[src/rtl/cfl_pkg.sv]
// Shared types, constants and rounding function for the complex FIR low-pass filter.
package cfl_pkg;

	localparam int TAPS     = 64;
	localparam int SAMPLE_W = 16;
	localparam int COEF_W   = 16;
	localparam int CIDX_W   = 6;
	localparam int PROD_W   = SAMPLE_W + COEF_W;
	localparam int ACC_W    = PROD_W + $clog2(TAPS);
	localparam int FRAC_W   = 15;

	localparam logic ACT_SAMPLE = 1'b0;
	localparam logic ACT_COEF   = 1'b1;

	typedef struct packed {
		logic signed [SAMPLE_W-1:0] re;
		logic signed [SAMPLE_W-1:0] im;
	} cfl_iq_t;

	typedef struct packed {
		logic                    valid;
		logic signed [ACC_W-1:0] re;
		logic signed [ACC_W-1:0] im;
	} cfl_psum_t;

	typedef struct packed {
		logic shift;
		logic coef_we;
	} cfl_cell_ctl_t;

	// Shift right by FRAC_W with round-half-up, then saturate to the sample width.
	function automatic logic signed [SAMPLE_W-1:0] round_sat(input logic signed [ACC_W-1:0] acc);
		logic signed [ACC_W:0]        v;
		logic signed [ACC_W-FRAC_W:0] q;
		logic signed [SAMPLE_W-1:0]   r;
		v = (ACC_W+1)'(acc) + (ACC_W+1)'(1 <<< (FRAC_W - 1));
		q = (ACC_W-FRAC_W+1)'(v >>> FRAC_W);
		if (q > (ACC_W-FRAC_W+1)'((1 <<< (SAMPLE_W - 1)) - 1)) begin
			r = {1'b0, {(SAMPLE_W-1){1'b1}}};
		end else if (q < -(ACC_W-FRAC_W+1)'(1 <<< (SAMPLE_W - 1))) begin
			r = {1'b1, {(SAMPLE_W-1){1'b0}}};
		end else begin
			r = SAMPLE_W'(q);
		end
		return r;
	endfunction

endpackage

[src/rtl/cfl_cell.sv]
// One filter tap: delay-line stage, coefficient, product and partial-sum stage.
module cfl_cell import cfl_pkg::*; (
	input  logic                     clk,
	input  logic                     arst_n,
	input  cfl_cell_ctl_t            ctl,
	input  logic signed [COEF_W-1:0] coef_value,
	input  cfl_iq_t                  sample_in,
	output cfl_iq_t                  sample_out,
	input  cfl_psum_t                psum_in,
	output cfl_psum_t                psum_out
);

	cfl_iq_t                  sample_q;
	logic signed [COEF_W-1:0] coef_q;
	logic signed [PROD_W-1:0] prod_re_q;
	logic signed [PROD_W-1:0] prod_im_q;
	logic                     psum_v_q;
	logic signed [ACC_W-1:0]  psum_re_q;
	logic signed [ACC_W-1:0]  psum_im_q;

	always_ff @(posedge clk or negedge arst_n) begin
		if (!arst_n) begin
			sample_q <= '0;
			coef_q   <= '0;
		end else begin
			if (ctl.shift) begin
				sample_q <= sample_in;
			end
			if (ctl.coef_we) begin
				coef_q <= coef_value;
			end
		end
	end

	// Products are registered from the stored sample and coefficient.
	always_ff @(posedge clk) begin
		prod_re_q <= PROD_W'(sample_q.re * coef_q);
		prod_im_q <= PROD_W'(sample_q.im * coef_q);
	end

	always_ff @(posedge clk or negedge arst_n) begin
		if (!arst_n) begin
			psum_v_q <= 1'b0;
		end else begin
			psum_v_q <= psum_in.valid;
		end
	end

	always_ff @(posedge clk) begin
		psum_re_q <= psum_in.re + ACC_W'(prod_re_q);
		psum_im_q <= psum_in.im + ACC_W'(prod_im_q);
	end

	assign sample_out = sample_q;
	assign psum_out   = {psum_v_q, psum_re_q, psum_im_q};

endmodule

[config.mk]
export PLATFORM = sky130hd
export DESIGN_NAME = cfl_cell
export DESIGN_NICKNAME = d
export VERILOG_FILES = /design/src/rtl/cfl_pkg.sv /design/src/rtl/cfl_cell.sv
export SDC_FILE = /design/constraint.sdc
export NUM_CORES = 2
export LEC_CHECK = 0
export BUFFER_PORTS_ARGS = -buffer_cell sky130_fd_sc_hd__buf_2
export CORE_MARGIN = 2
export CORE_UTILIZATION = 57
export CTS_CLUSTER_SIZE = 25
export DETAILED_ROUTE_END_ITERATION = 8
export GPL_ROUTABILITY_DRIVEN = 0
export HOLD_SLACK_MARGIN = 0.08
export PLACE_DENSITY_LB_ADDON = 0.08
export SLEW_MARGIN = 30
export SYNTH_ARGS = -nofsm -noshare
export SYNTH_HDL_FRONTEND = slang
export SYNTH_SLANG_ARGS = --single-unit
[constraint.sdc]
create_clock -name clk -period 5.6 [get_ports clk]
set_input_delay 0.56 -clock clk [delete_from_list [all_inputs] [get_ports clk]]
set_output_delay 0.56 -clock clk [all_outputs]
set_load 0.02 [all_outputs]
Yosys cells after proc, flatten, opt, wreduce, memory -nomap -nowiden
Index checks and enable logic that the tools add are counted.
Word-level totals
  output and inout port bits: 109
  flip-flop bits (word level): 189
  input port bits: 129
  word-level logic and storage cells: 12
Cells by class
  add/subtract/negate cells: 2
  $mul: 2
Operator list (number)
  $add A38 B32 Y38: 2
  $mul A16 B16 Y32: 2

Logic depth before layout (Yosys ltp)
  depth after elaboration: 1
  depth in mapped cells: 24
  mapped depth without buffers: 22

Least setup slack after synthesis
No wires, ideal clock.
  path kind: reg-to-reg
  start: register sample_q, in the netlist sample_out[15]
  end: register prod_im_q[30]
  setup slack: -701 ps
  arrival time: 6229 ps
  stages on the path, launching flop included: 22
  required time: 5528 ps
  library setup time: 72 ps
  clock period less this slack: 6301 ps
  path through: dfrtp_1 -> clkbuf_1 -> nand2_1 -> inv_1 -> fa_1 -> fa_1 -> fa_1 -> fa_1 -> fa_1 -> inv_1 -> fa_1 -> inv_1 -> ha_1 -> and2_1 -> a311o_1 -> a21oi_1 -> o21ai_0 -> a31o_2 -> a311o_1 -> a31o_2 -> a21oi_1 -> xnor2_1
On the way
  cells in the longest elaborated chain, start to end: 1
RTL lines
  start: declaration: line cfl_cell.sv:13  | cfl_iq_t sample_q;
  start signal: assignment: line cfl_cell.sv:27  | sample_q <= sample_in;
  $mul A16 B16 Y32: line cfl_cell.sv:38  | prod_im_q <= PROD_W'(sample_q.im * coef_q);
  end signal: assignment: line cfl_cell.sv:38
  end: declaration: line cfl_cell.sv:16  | logic signed [PROD_W-1:0] prod_im_q;
No other way between the ends.
A chain may end at the register's enable or synchronous reset.

Final worst setup path
  start: register coef_q[3]
  end: register prod_re_q[28]
On the way
  cells in the longest elaborated chain, start to end: 1
RTL lines
  start: declaration: line cfl_cell.sv:14  | logic signed [COEF_W-1:0] coef_q;
  start signal: assignment: line cfl_cell.sv:30  | coef_q <= coef_value;
  $mul A16 B16 Y32: line cfl_cell.sv:37  | prod_re_q <= PROD_W'(sample_q.re * coef_q);
  end signal: assignment: line cfl_cell.sv:37
  end: declaration: line cfl_cell.sv:15  | logic signed [PROD_W-1:0] prod_re_q;
No other way between the ends.

==> flow_metrics.tcl <==
set metrics [dict create \
    status "finished, violations left" \
    failed_checks "setup timing" \
    cts_buffers 17 \
    yosysTopAreaCellShare_pct 37.69 \
    max_freq_ghz 0.1699 \
    synth_area_leader_cell "fa_1" \
    area_growth_pct 23.21 \
    cp.required_ps 6010 \
    die_h_um 225.4 \
    finalSetupViolations 16 \
    diodes 0 \
    die_w_um 225.4 \
    ys_ff_latch 189 \
    dp_hpwl_mm 53.58 \
    synth_area_leaders "fa_1 38%, ha_1 11%, dfxtp_1 10%" \
    syn_inst 2950 \
    wl_mm 68.16 \
    path_class "register to register" \
    fin_nets 4367 \
    grt_overflow_total 0 \
    cts_root_buffer "clkbuf_16" \
    drive_gt1_share_pct 26.65 \
    grt_max_degree 50 \
    detail_route.first_pass.iterations 5 \
    min_period_ps 5885 \
    tightest_slew_ps 856.2 \
    cts.clk_slew.worst_paths_ps 80 \
    finalHoldViolations 0 \
    rows 81 \
    syn_area_per_cell_um2 9.471 \
    fin_crit_sh_pct 105.1 \
    synth_cell_types 67 \
    htreeDepth 4 \
    synth_fp_nets 3843 \
    initial_core_util_pct 57.44 \
    stdcell_area_um2 34430 \
    crit_arrival_ps 6300 \
    avgRoutedWirePerCell_um 16.59 \
    grt_pass1_wl_mm 111.9 \
    antenna_found_initial 0 \
    drt_iter0_drc 1128 \
    finClkSkew_ps 13.39 \
    end_kind "register" \
    finalMaxSlewViolations 0 \
    whs_path_depth 1 \
    maxSlewHeadroom_pct 42.92 \
    port_buffers 237 \
    vias 21880 \
    setup_tns_ps -2310 \
    cp-start-kind "register" \
    cts_max_path_buffers 2 \
    ys.flop_type "dfxtp_1" \
    routed_via_density 5.326 \
    drcViolationCount 0 \
    synthesis.area_um2 27940 \
    rsz0062_at_grt "true" \
    ys_warn_count 0 \
    placed_cell_area_um2 31860 \
    fill_cells 3771 \
    track_usage_pct 28.03 \
    holdBufCountCts 0 \
    seq_area_frac_synth_pct 14.42 \
    setup_ws_ps -285.1 \
    synth-edff-count 0 \
    antenna_left 0 \
    grt_pass1_vias 23050 \
    worstHoldPathType "input port to register" \
    clock_latency_ps 500 \
    ys_async_sr_fraction_pct 25.93 \
    cts_tree "yes" \
    die_area_um2 50810 \
    io_pins 238 \
    rr_worst_depth 21 \
    cap_violations 0 \
    coreArea_um2 48650 \
    cts.sinks 189 \
    critPathMaxFanout 5 \
]
routing by layer:
layer	part of all wire [%]	global-route usage, %	wire [um]
met4	1.9	7.199	1277
met1	44	39.53	29840
met3	6.7	5.111	4597
met2	48	44.94	32450
met5	0	0	0
what timing repair did:
item / 4_1_cts / 5_1_grt
gates cloned: 4 / 4
endpoints found under the setup margin: 27 / 36
pin swaps: 73 / 74
resized for setup: 149 / 137
hold endpoints to repair: 0 / 0
buffers inserted: 64 / 25
area by class of cell:
type / instances / area, um^2 / area share (%)
clock buffer: 21 / 481.7 / 1.399
clock inverter: 10 / 77.57 / 0.2253
inverter: 602 / 2267 / 6.585
multi-input combinational: 2062 / 22240 / 64.59
sequential: 189 / 4074 / 11.83
tap: 622 / 778.2 / 2.261
timing repair buffer: 602 / 4511 / 13.10
worst max-delay path, stage by stage, from the launching register on:
cell and delay, ps:
dfrtp_2 450, buf_12 150, and2_4 140, fa_2 670
buf_6 130, fa_1 420, fa_1 510, fa_1 420
fa_1 510, inv_2 40, fa_1 480, inv_2 40
ha_4 270, nand4_1 180, nor2_4 220, and3_4 200
and4_4 230, nor3_4 50, buf_4 140, o31ai_2 210
a21oi_1 110, xnor2_1 210
stage by stage:
stage	utilization [%]	hold WS [ps]	setup slack (ps)	instances
4_1_cts	69.12	126.4	-235.2	4079
3_3_place_gp	65.48	431.6	-342.7	3980
5_1_grt	70.77	141.6	-475.6	4108
6_report	70.77	162.2	-285.1	4108
3_5_place_dp	65.48	439.7	-417.9	3980
2_1_floorplan	-	264.4	-78.69	2950
path summary, 6_finish.rpt:
| kind | start | to | slack, ps |
|---|---|---|---|
| worst max-delay path | coef_q[3] | prod_re_q[28] | -290 |
| worst min-delay path | psum_in[76] | psum_v_q | 160 |
| worst max register to register | coef_q[3] | prod_re_q[28] | -290 |
| worst min register to register | prod_im_q[0] | psum_im_q[0] | 450 |
| max in group asynchronous | arst_n | coef_q[8] | 4890 |
| min in group asynchronous | arst_n | sample_out[14] | 180 |
cells in the mapped netlist (28+ instances only):
cell and number:
dfxtp_1 140, dfrtp_1 49, o21ai_0 60, nor2_1 105, inv_1 601, ha_1 238
a21oi_1 116, fa_1 526, nand2_1 283, mux2_2 47, xor2_1 28, xnor2_1 102
a21o_1 50, clkbuf_1 92, and2_1 259
registers in the layout, summed over array words and instances (netlist names):
signal      cells
prod_re_q      32
prod_im_q      32
psum_im_q      38
psum_re_q      38
sample_out     32
psum_v_q        1
coef_q         16
kinds of logic (layout without fill, tap and decap cells):
kind of cell / count (synthesis) / in the layout / synth area share, %
AOI/OAI and AO/OA: 352 / 352 / 8.226
xor gates and xnor gates: 130 / 130 / 4.075
adders and majority gates: 764 / 764 / 48.35
buffers and inverters: 699 / 1235 / 9.404
DFF: 189 / 189 / 14.42
muxes: 47 / 47 / 1.894
and+or+nand+nor: 769 / 769 / 13.64
placed cells by master, fill, tap and decap left out, types with 11 or more instances in the layout:
| cell type | instances |
|---|---|
| a21oi_2 | 24 |
| a21oi_1 | 88 |
| buf_2 | 237 |
| ha_4 | 22 |
| dfrtp_2 | 36 |
| and2_1 | 236 |
| and2_4 | 23 |
| xnor2_1 | 100 |
| buf_6 | 37 |
| o211ai_1 | 11 |
| fa_2 | 26 |
| dfrtp_1 | 13 |
| nor2_1 | 96 |
| inv_1 | 571 |
| dfxtp_1 | 140 |
| fa_1 | 500 |
| inv_2 | 29 |
| o21ai_1 | 11 |
| o21a_1 | 13 |
| buf_4 | 295 |
| ha_1 | 212 |
| nand2b_1 | 21 |
| o21bai_1 | 17 |
| buf_12 | 24 |
| nor3_1 | 20 |
| a21o_1 | 49 |
| nand4_1 | 13 |
| clkbuf_16 | 21 |
| and3_1 | 14 |
| mux2_2 | 47 |
| o21ai_0 | 42 |
| nand2_1 | 270 |
| nand3_1 | 18 |
| xor2_1 | 28 |
Power is not shown: default switching activity piles up to over one toggle a cycle in this logic, so the estimate is an artifact.
