**config.mk**
```make
export PLATFORM = sky130hd
export DESIGN_NAME = cfl_out_buf
export DESIGN_NICKNAME = d
export VERILOG_FILES = /design/src/rtl/cfl_pkg.sv /design/src/rtl/cfl_out_buf.sv
export SDC_FILE = /design/constraint.sdc
export NUM_CORES = 1
export LEC_CHECK = 0
export BUFFER_PORTS_ARGS = -buffer_cell sky130_fd_sc_hd__buf_4
export CORE_UTILIZATION = 30
export CTS_CLUSTER_DIAMETER = 30
export DETAILED_ROUTE_END_ITERATION = 12
export HOLD_SLACK_MARGIN = 0.08
export PLACE_DENSITY_LB_ADDON = 0.08
export SLEW_MARGIN = 20
export SYNTH_ARGS = -nofsm -noshare
export SYNTH_HDL_FRONTEND = slang
export SYNTH_SLANG_ARGS = --single-unit
```
**constraint.sdc**
```tcl
create_clock -name clk -period 3.9 [get_ports clk]
set_input_delay 0.39 -clock clk [delete_from_list [all_inputs] [get_ports clk]]
set_output_delay 0.39 -clock clk [all_outputs]
set_load 0.01 [all_outputs]
```
**src/rtl/cfl_pkg.sv**
```systemverilog
// Shared types, constants and rounding function for the complex FIR low-pass filter.
package cfl_pkg;

	localparam int TAPS     = 64;
	localparam int SAMPLE_W = 16;
	localparam int COEF_W   = 16;
	localparam int CIDX_W   = 6;
	localparam int PROD_W   = SAMPLE_W + COEF_W;
	localparam int ACC_W    = PROD_W + $clog2(TAPS);
	localparam int FRAC_W   = 15;

	localparam logic ACT_SAMPLE = 1'b0;
	localparam logic ACT_COEF   = 1'b1;

	typedef struct packed {
		logic signed [SAMPLE_W-1:0] re;
		logic signed [SAMPLE_W-1:0] im;
	} cfl_iq_t;

	typedef struct packed {
		logic                    valid;
		logic signed [ACC_W-1:0] re;
		logic signed [ACC_W-1:0] im;
	} cfl_psum_t;

	typedef struct packed {
		logic shift;
		logic coef_we;
	} cfl_cell_ctl_t;

	// Shift right by FRAC_W with round-half-up, then saturate to the sample width.
	function automatic logic signed [SAMPLE_W-1:0] round_sat(input logic signed [ACC_W-1:0] acc);
		logic signed [ACC_W:0]        v;
		logic signed [ACC_W-FRAC_W:0] q;
		logic signed [SAMPLE_W-1:0]   r;
		v = (ACC_W+1)'(acc) + (ACC_W+1)'(1 <<< (FRAC_W - 1));
		q = (ACC_W-FRAC_W+1)'(v >>> FRAC_W);
		if (q > (ACC_W-FRAC_W+1)'((1 <<< (SAMPLE_W - 1)) - 1)) begin
			r = {1'b0, {(SAMPLE_W-1){1'b1}}};
		end else if (q < -(ACC_W-FRAC_W+1)'(1 <<< (SAMPLE_W - 1))) begin
			r = {1'b1, {(SAMPLE_W-1){1'b0}}};
		end else begin
			r = SAMPLE_W'(q);
		end
		return r;
	endfunction

endpackage

```
**src/rtl/cfl_out_buf.sv**
```systemverilog
// Two-entry result buffer with rounding and saturation of the final sum.
module cfl_out_buf import cfl_pkg::*; (
	input  logic                       clk,
	input  logic                       arst_n,
	input  cfl_psum_t                  res,
	output logic                       full,
	output logic                       out_valid,
	input  logic                       out_ready,
	output logic signed [SAMPLE_W-1:0] out_re,
	output logic signed [SAMPLE_W-1:0] out_im
);

	cfl_iq_t res_iq;
	cfl_iq_t out_q;
	cfl_iq_t skid_q;
	logic    out_v_q;
	logic    skid_v_q;
	logic    out_free;

	assign res_iq.re = round_sat(res.re);
	assign res_iq.im = round_sat(res.im);
	assign out_free  = !out_v_q || out_ready;

	always_ff @(posedge clk or negedge arst_n) begin
		if (!arst_n) begin
			out_v_q  <= 1'b0;
			skid_v_q <= 1'b0;
		end else if (out_free) begin
			if (skid_v_q) begin
				out_v_q  <= 1'b1;
				skid_v_q <= res.valid;
			end else begin
				out_v_q  <= res.valid;
			end
		end else if (res.valid) begin
			skid_v_q <= 1'b1;
		end
	end

	always_ff @(posedge clk) begin
		if (out_free) begin
			if (skid_v_q) begin
				out_q  <= skid_q;
				skid_q <= res_iq;
			end else begin
				out_q  <= res_iq;
			end
		end else if (res.valid) begin
			skid_q <= res_iq;
		end
	end

	assign full      = skid_v_q;
	assign out_valid = out_v_q;
	assign out_re    = out_q.re;
	assign out_im    = out_q.im;

endmodule

```
==> Word level (Yosys, flattened, before mapping) <==
Index checks and enable logic that the tools add are counted.
{ "word_totals": {"latchBits": 0, "ff_bits": 66, "wordCells": 29, "mem_bits_rw": 0, "memories": 0, "output_inout_bits": 34, "in_bits": 80, "mem_bits_ro": 0} }
{ "op_classes": {"n_mux": 12, "n_eq_ne": 1, "add_sub_neg": 2, "shift": 0, "n_reduce_logical": 4, "mul": 0, "div": 0, "order_cmp": 4, "bitwise": 0} }
{ "ops": {"columns": ["operator", "count"], "rows": [
  ["two-way mux 32 bit", 4],
  ["adder 38 x 16 -> 39 bit (second input constant)", 2],
  ["two-way mux 16 bit", 4],
  ["> comparator 24 x 16 -> 1 bit (second input constant)", 2],
  ["< comparator 24 x 16 -> 1 bit (second input constant)", 2],
  ["two-way mux 1 bit", 4],
  ["!= test 2 bit (second input constant)", 1],
  ["AND reduction 2 bit", 1],
  ["nonzero test 2 bit", 1],
  ["logical NOT 1 bit", 1],
  ["logical OR 1 bit", 1]
]} }

==> Logic depth before layout (Yosys ltp) <==
{ "depth": {"word_depth": 6, "ltp_mapped": 11, "depth_no_buf": 8} }

==> Worst setup path after synthesis <==
No wires, ideal clock.
{ "synth_timing": {"path_type": "flip-flop to flip-flop", "startpoint": "register skid_v_q (netlist: full)", "endpoint": "register skid_q[0] in the netlist's numbering, enable pin", "period_less_slack_ns": 3.812, "setup_slack_ns": 0.088, "path_stages_with_launch": 5, "arrival_time_ns": 3.347, "required_time_ns": 3.434, "setup_time_ns": 0.466, "n_path_buf": 2, "cell_sequence": "dfrtp_1 > clkbuf_1 > inv_1 > clkbuf_1 > o21ai_0"} }
{ "synth_between": {"elab_chain_cells": 2} }
{ "synth_lines": {"columns": ["element", "line_no", "text"], "rows": [
  ["start, declared", "cfl_out_buf.sv:17", "logic skid_v_q;"],
  ["start signal, assigned", "cfl_out_buf.sv:31", "skid_v_q <= res.valid;"],
  ["!= test 2 bit (no source line)", null, null],
  ["AND reduction 2 bit (no source line)", null, null],
  ["end signal, assigned", "cfl_out_buf.sv:44", "skid_q <= res_iq;"],
  ["end signal, assigned", "cfl_out_buf.sv:49", "skid_q <= res_iq;"],
  ["end, declared", "cfl_out_buf.sv:15", "cfl_iq_t skid_q;"]
]} }
No other way between the ends.
A chain may end at the register's enable or synchronous reset.

==> Worst setup path in the final report <==
{ "layout_timing": {"startpoint": "input res[14] in the netlist's numbering", "endpoint": "register out_q (netlist bit out_im[4]), data pin"} }
{ "layout_between": {"elab_chain_cells": 5} }
{ "layout_lines": {"columns": ["element", "line_no", "text"], "rows": [
  ["start, declared", "cfl_out_buf.sv:5", "input cfl_psum_t res,"],
  ["adder 38 x 16 -> 39 bit (*)", "cfl_pkg.sv:36", "v = (ACC_W+1)'(acc) + (ACC_W+1)'(1 <<< (FRAC_W - 1));"],
  ["< comparator 24 x 16 -> 1 bit", "cfl_pkg.sv:40", "end else if (q < -(ACC_W-FRAC_W+1)'(1 <<< (SAMPLE_W - 1))) begin"],
  ["two-way mux 16 bit", "cfl_pkg.sv:40", null],
  ["two-way mux 16 bit (*)", "cfl_pkg.sv:38", "if (q > (ACC_W-FRAC_W+1)'((1 <<< (SAMPLE_W - 1)) - 1)) begin"],
  ["two-way mux 32 bit (*)", "cfl_out_buf.sv:42", "if (skid_v_q) begin"],
  ["end signal, assigned", "cfl_out_buf.sv:43", "out_q <= skid_q;"],
  ["end signal, assigned", "cfl_out_buf.sv:46", "out_q <= res_iq;"],
  ["end, declared", "cfl_out_buf.sv:14", "cfl_iq_t out_q;"]
]} }
Every way passes the cells marked *; elsewhere a longest branch is shown, timed or not.

==> flow_summary.json <==
{
  "rsz0062_at_grt": "no",
  "drive_above_1_share": 0.291,
  "grt_max_degree": 57,
  "synth_cells": 352,
  "design_area_um2": 5010,
  "gp_routability_congestion": 0.817,
  "pwr-share-seq": 0.433,
  "num_antenna_cells": 0,
  "hpwl_um": 6630,
  "slew_viol_final": 0,
  "p_switching_uw": 546,
  "core_um2": 12600,
  "syn-num-nets": 434,
  "cts_made_buffers": 9,
  "htreeDepth": 3,
  "ys_seq_area_frac": 0.512,
  "power.density_nw_per_um2": 420,
  "period_needed_ns": 2.87,
  "nets": 523,
  "maxCapViolCount": 0,
  "worstSetupEndpointType": "flip-flop",
  "timing.final.crit_share": 0.735,
  "path_clk_slew_ns": 0.06,
  "fin_util": 0.398,
  "numClockSinks": 66,
  "rr_startpoint": "full",
  "viasPerCell": 4.96,
  "drt-pass1-iter-count": 4,
  "synth-warning-count": 0,
  "cp_data_arrival_time_ns": 2.87,
  "worstPathRequired_ns": 3.90,
  "syn-cell-area_um2": 3850,
  "synth_flop_cell": "edfxtp_1",
  "clock_latency_ns": 0.33,
  "post-cts-setup-buffers": 0,
  "worstHoldStart": "res[76]",
  "ir_worst_vdd_mv": 0.195,
  "drtIter0Drc": 170,
  "maxSlewHeadroom": 0.488,
  "synth_edf_count": 64,
  "start_util": 0.307,
  "cts_tree": "yes",
  "grtUsageTotal": 0.151,
  "pwr-share-clk": 0.381,
  "drc": 0,
  "portBuffers": 85,
  "cts-root-buf": "clkbuf_16",
  "critPathKind": "primary input to flip-flop",
  "rows": 41,
  "crit_fanout": 15,
  "async_reset_ff_frac": 0.0303,
  "grt_pass1_vias": 2911,
  "critPathLaunch": "res[14]",
  "final_common_cell": "buf_4",
  "fmax_ghz": 0.349,
  "status": "finished clean",
  "syn_area_per_cell_um2": 11.0,
  "worst_clock_skew_ns": 0.00910,
  "grt_first_pass_wirelength_um": 15200,
  "area_growth_pct": 29.9,
  "wirelength_um": 9500,
  "internal_power_mw": 1.56,
  "dieArea_um2": 13300,
  "tightest_slew_ns": 0.769,
  "num_vias": 3068,
  "final_cell_mix": "buf_4 (96), edfxtp_1 (64), nand2_1 (41), o21ai_0 (22)",
  "synth-seq-cells": 66,
  "num-fill-cells": 1275,
  "grt_overflow_total": 0,
  "min_path_type": "primary input to flip-flop",
  "cts_buffer_depth": 2,
  "start_kind": "primary input",
  "antenna_found_initial": 0,
  "p_sw_frac": 0.260,
  "fin_setup_tns_ns": 0,
  "whs_ns": 0.279,
  "dieWidth_um": 115,
  "ys_types": 56,
  "ioPinCount": 114,
  "finalHoldViolations": 0,
  "placed_area_um2": 4700,
  "die_y_um": 115,
  "combPwrFrac": 0.186,
  "finalSetupViolCount": 0,
  "routedWlPerCell_um": 15.4,
  "leakagePower_nw": 1.83,
  "drtAntennaViolNets": 0
}
## metrics by stage
step / instances / total power [mW] / worst slack (ns)
after global routing: 618 / 2.21 / 0.853
after global placement: 601 / 1.32 / 0.722
after detailed placement: 601 / 1.32 / 0.654
after CTS: 618 / 2.14 / 1.00
after floorplan: 352 / 1.13 / 0.0876
final: 618 / 2.10 / 1.03
## power by group through the flow
stage          logic (mW)  registers [mW]  clock network (mW)
6_report            0.391           0.911               0.801
5_1_grt             0.433           0.918               0.862
4_1_cts             0.399           0.912               0.831
3_5_place_dp        0.396           0.926                   0
3_3_place_gp        0.393           0.925                   0
2_1_floorplan       0.180           0.953                   0
## critical path, stage by stage
cell and delay, ns:
buf_4 0.12, ha_1 0.23, nand4_1 0.10, buf_4 0.14
nor2_1 0.04, buf_4 0.16, and3_1 0.20, or4_1 0.42
a221o_1 0.34, nand3_1 0.40, o311ai_0 0.33
## kinds of logic after synthesis
group / after synthesis / synth area share
AO/OA/AOI/OAI: 82 / 0.165
adder cells (fa/ha/maj): 3 / 0.00909
flip-flops: 66 / 0.512
multiplexers: 2 / 0.00519
XOR/XNOR: 33 / 0.0750
buffers and inverters: 30 / 0.0367
AND/OR/NAND/NOR: 136 / 0.198
## routing by layer
layer,GRT usage,share of wire
met1,0.206,0.49
met2,0.236,0.46
met3,0.0332,0.039
met4,0.0494,0.013
met5,0,0
## area by class of cell
class                      instances  area (µm²)  share of cell area
tap                              172         215              0.0430
sequential                        66        1970               0.394
clock inverter                     7        68.8              0.0137
multi-input combinational        256        1750               0.350
inverter                          11        41.3             0.00825
clock buffer                       9         225              0.0450
timing repair buffer              97         731               0.146
## state kept, by name, summed over array words and instances, names as in the netlist
name       cells
skid_q        32
out_im        16
out_re        16
full           1
out_valid      1
## worst paths after layout
kind	to	slack, ns	cells past startpoint
min reg2reg	out_im[15]	0.55	2
max reg2reg	out_im[4]	1.97	3
min	out_valid	0.28	2
max	out_im[4]	1.03	11
min in group asynchronous	full	0.39	2
max in group asynchronous	out_valid	3.42	2
## timing repair
action | CTS | global route
resized for setup | 0 | 0
hold buffers | 1 | 0
hold endpoints to repair | 2 | 0
## Yosys cell counts (3+ instances only)
| cell type | instances | area share |
|---|---|---|
| nand3_1 | 19 | 0.025 |
| and4_1 | 3 | 0.0068 |
| edfxtp_1 | 64 | 0.50 |
| a21oi_1 | 5 | 0.0065 |
| nor3_1 | 7 | 0.0091 |
| nor2_1 | 13 | 0.013 |
| nor3b_1 | 3 | 0.0058 |
| clkbuf_1 | 12 | 0.012 |
| o311ai_0 | 15 | 0.034 |
| inv_1 | 11 | 0.011 |
| nand2_1 | 41 | 0.040 |
| o221a_1 | 4 | 0.012 |
| o22a_2 | 4 | 0.010 |
| nand2b_1 | 10 | 0.016 |
| or3_1 | 5 | 0.0081 |
| and3_1 | 9 | 0.015 |
| o21ai_1 | 6 | 0.0078 |
| xor2_1 | 14 | 0.032 |
| nand4_1 | 7 | 0.011 |
| xnor2_1 | 19 | 0.043 |
| o311a_1 | 9 | 0.023 |
| and2_1 | 3 | 0.0049 |
| buf_2 | 4 | 0.0052 |
| o21ai_0 | 23 | 0.030 |
Note: power is estimated with default switching activity, not from simulation.
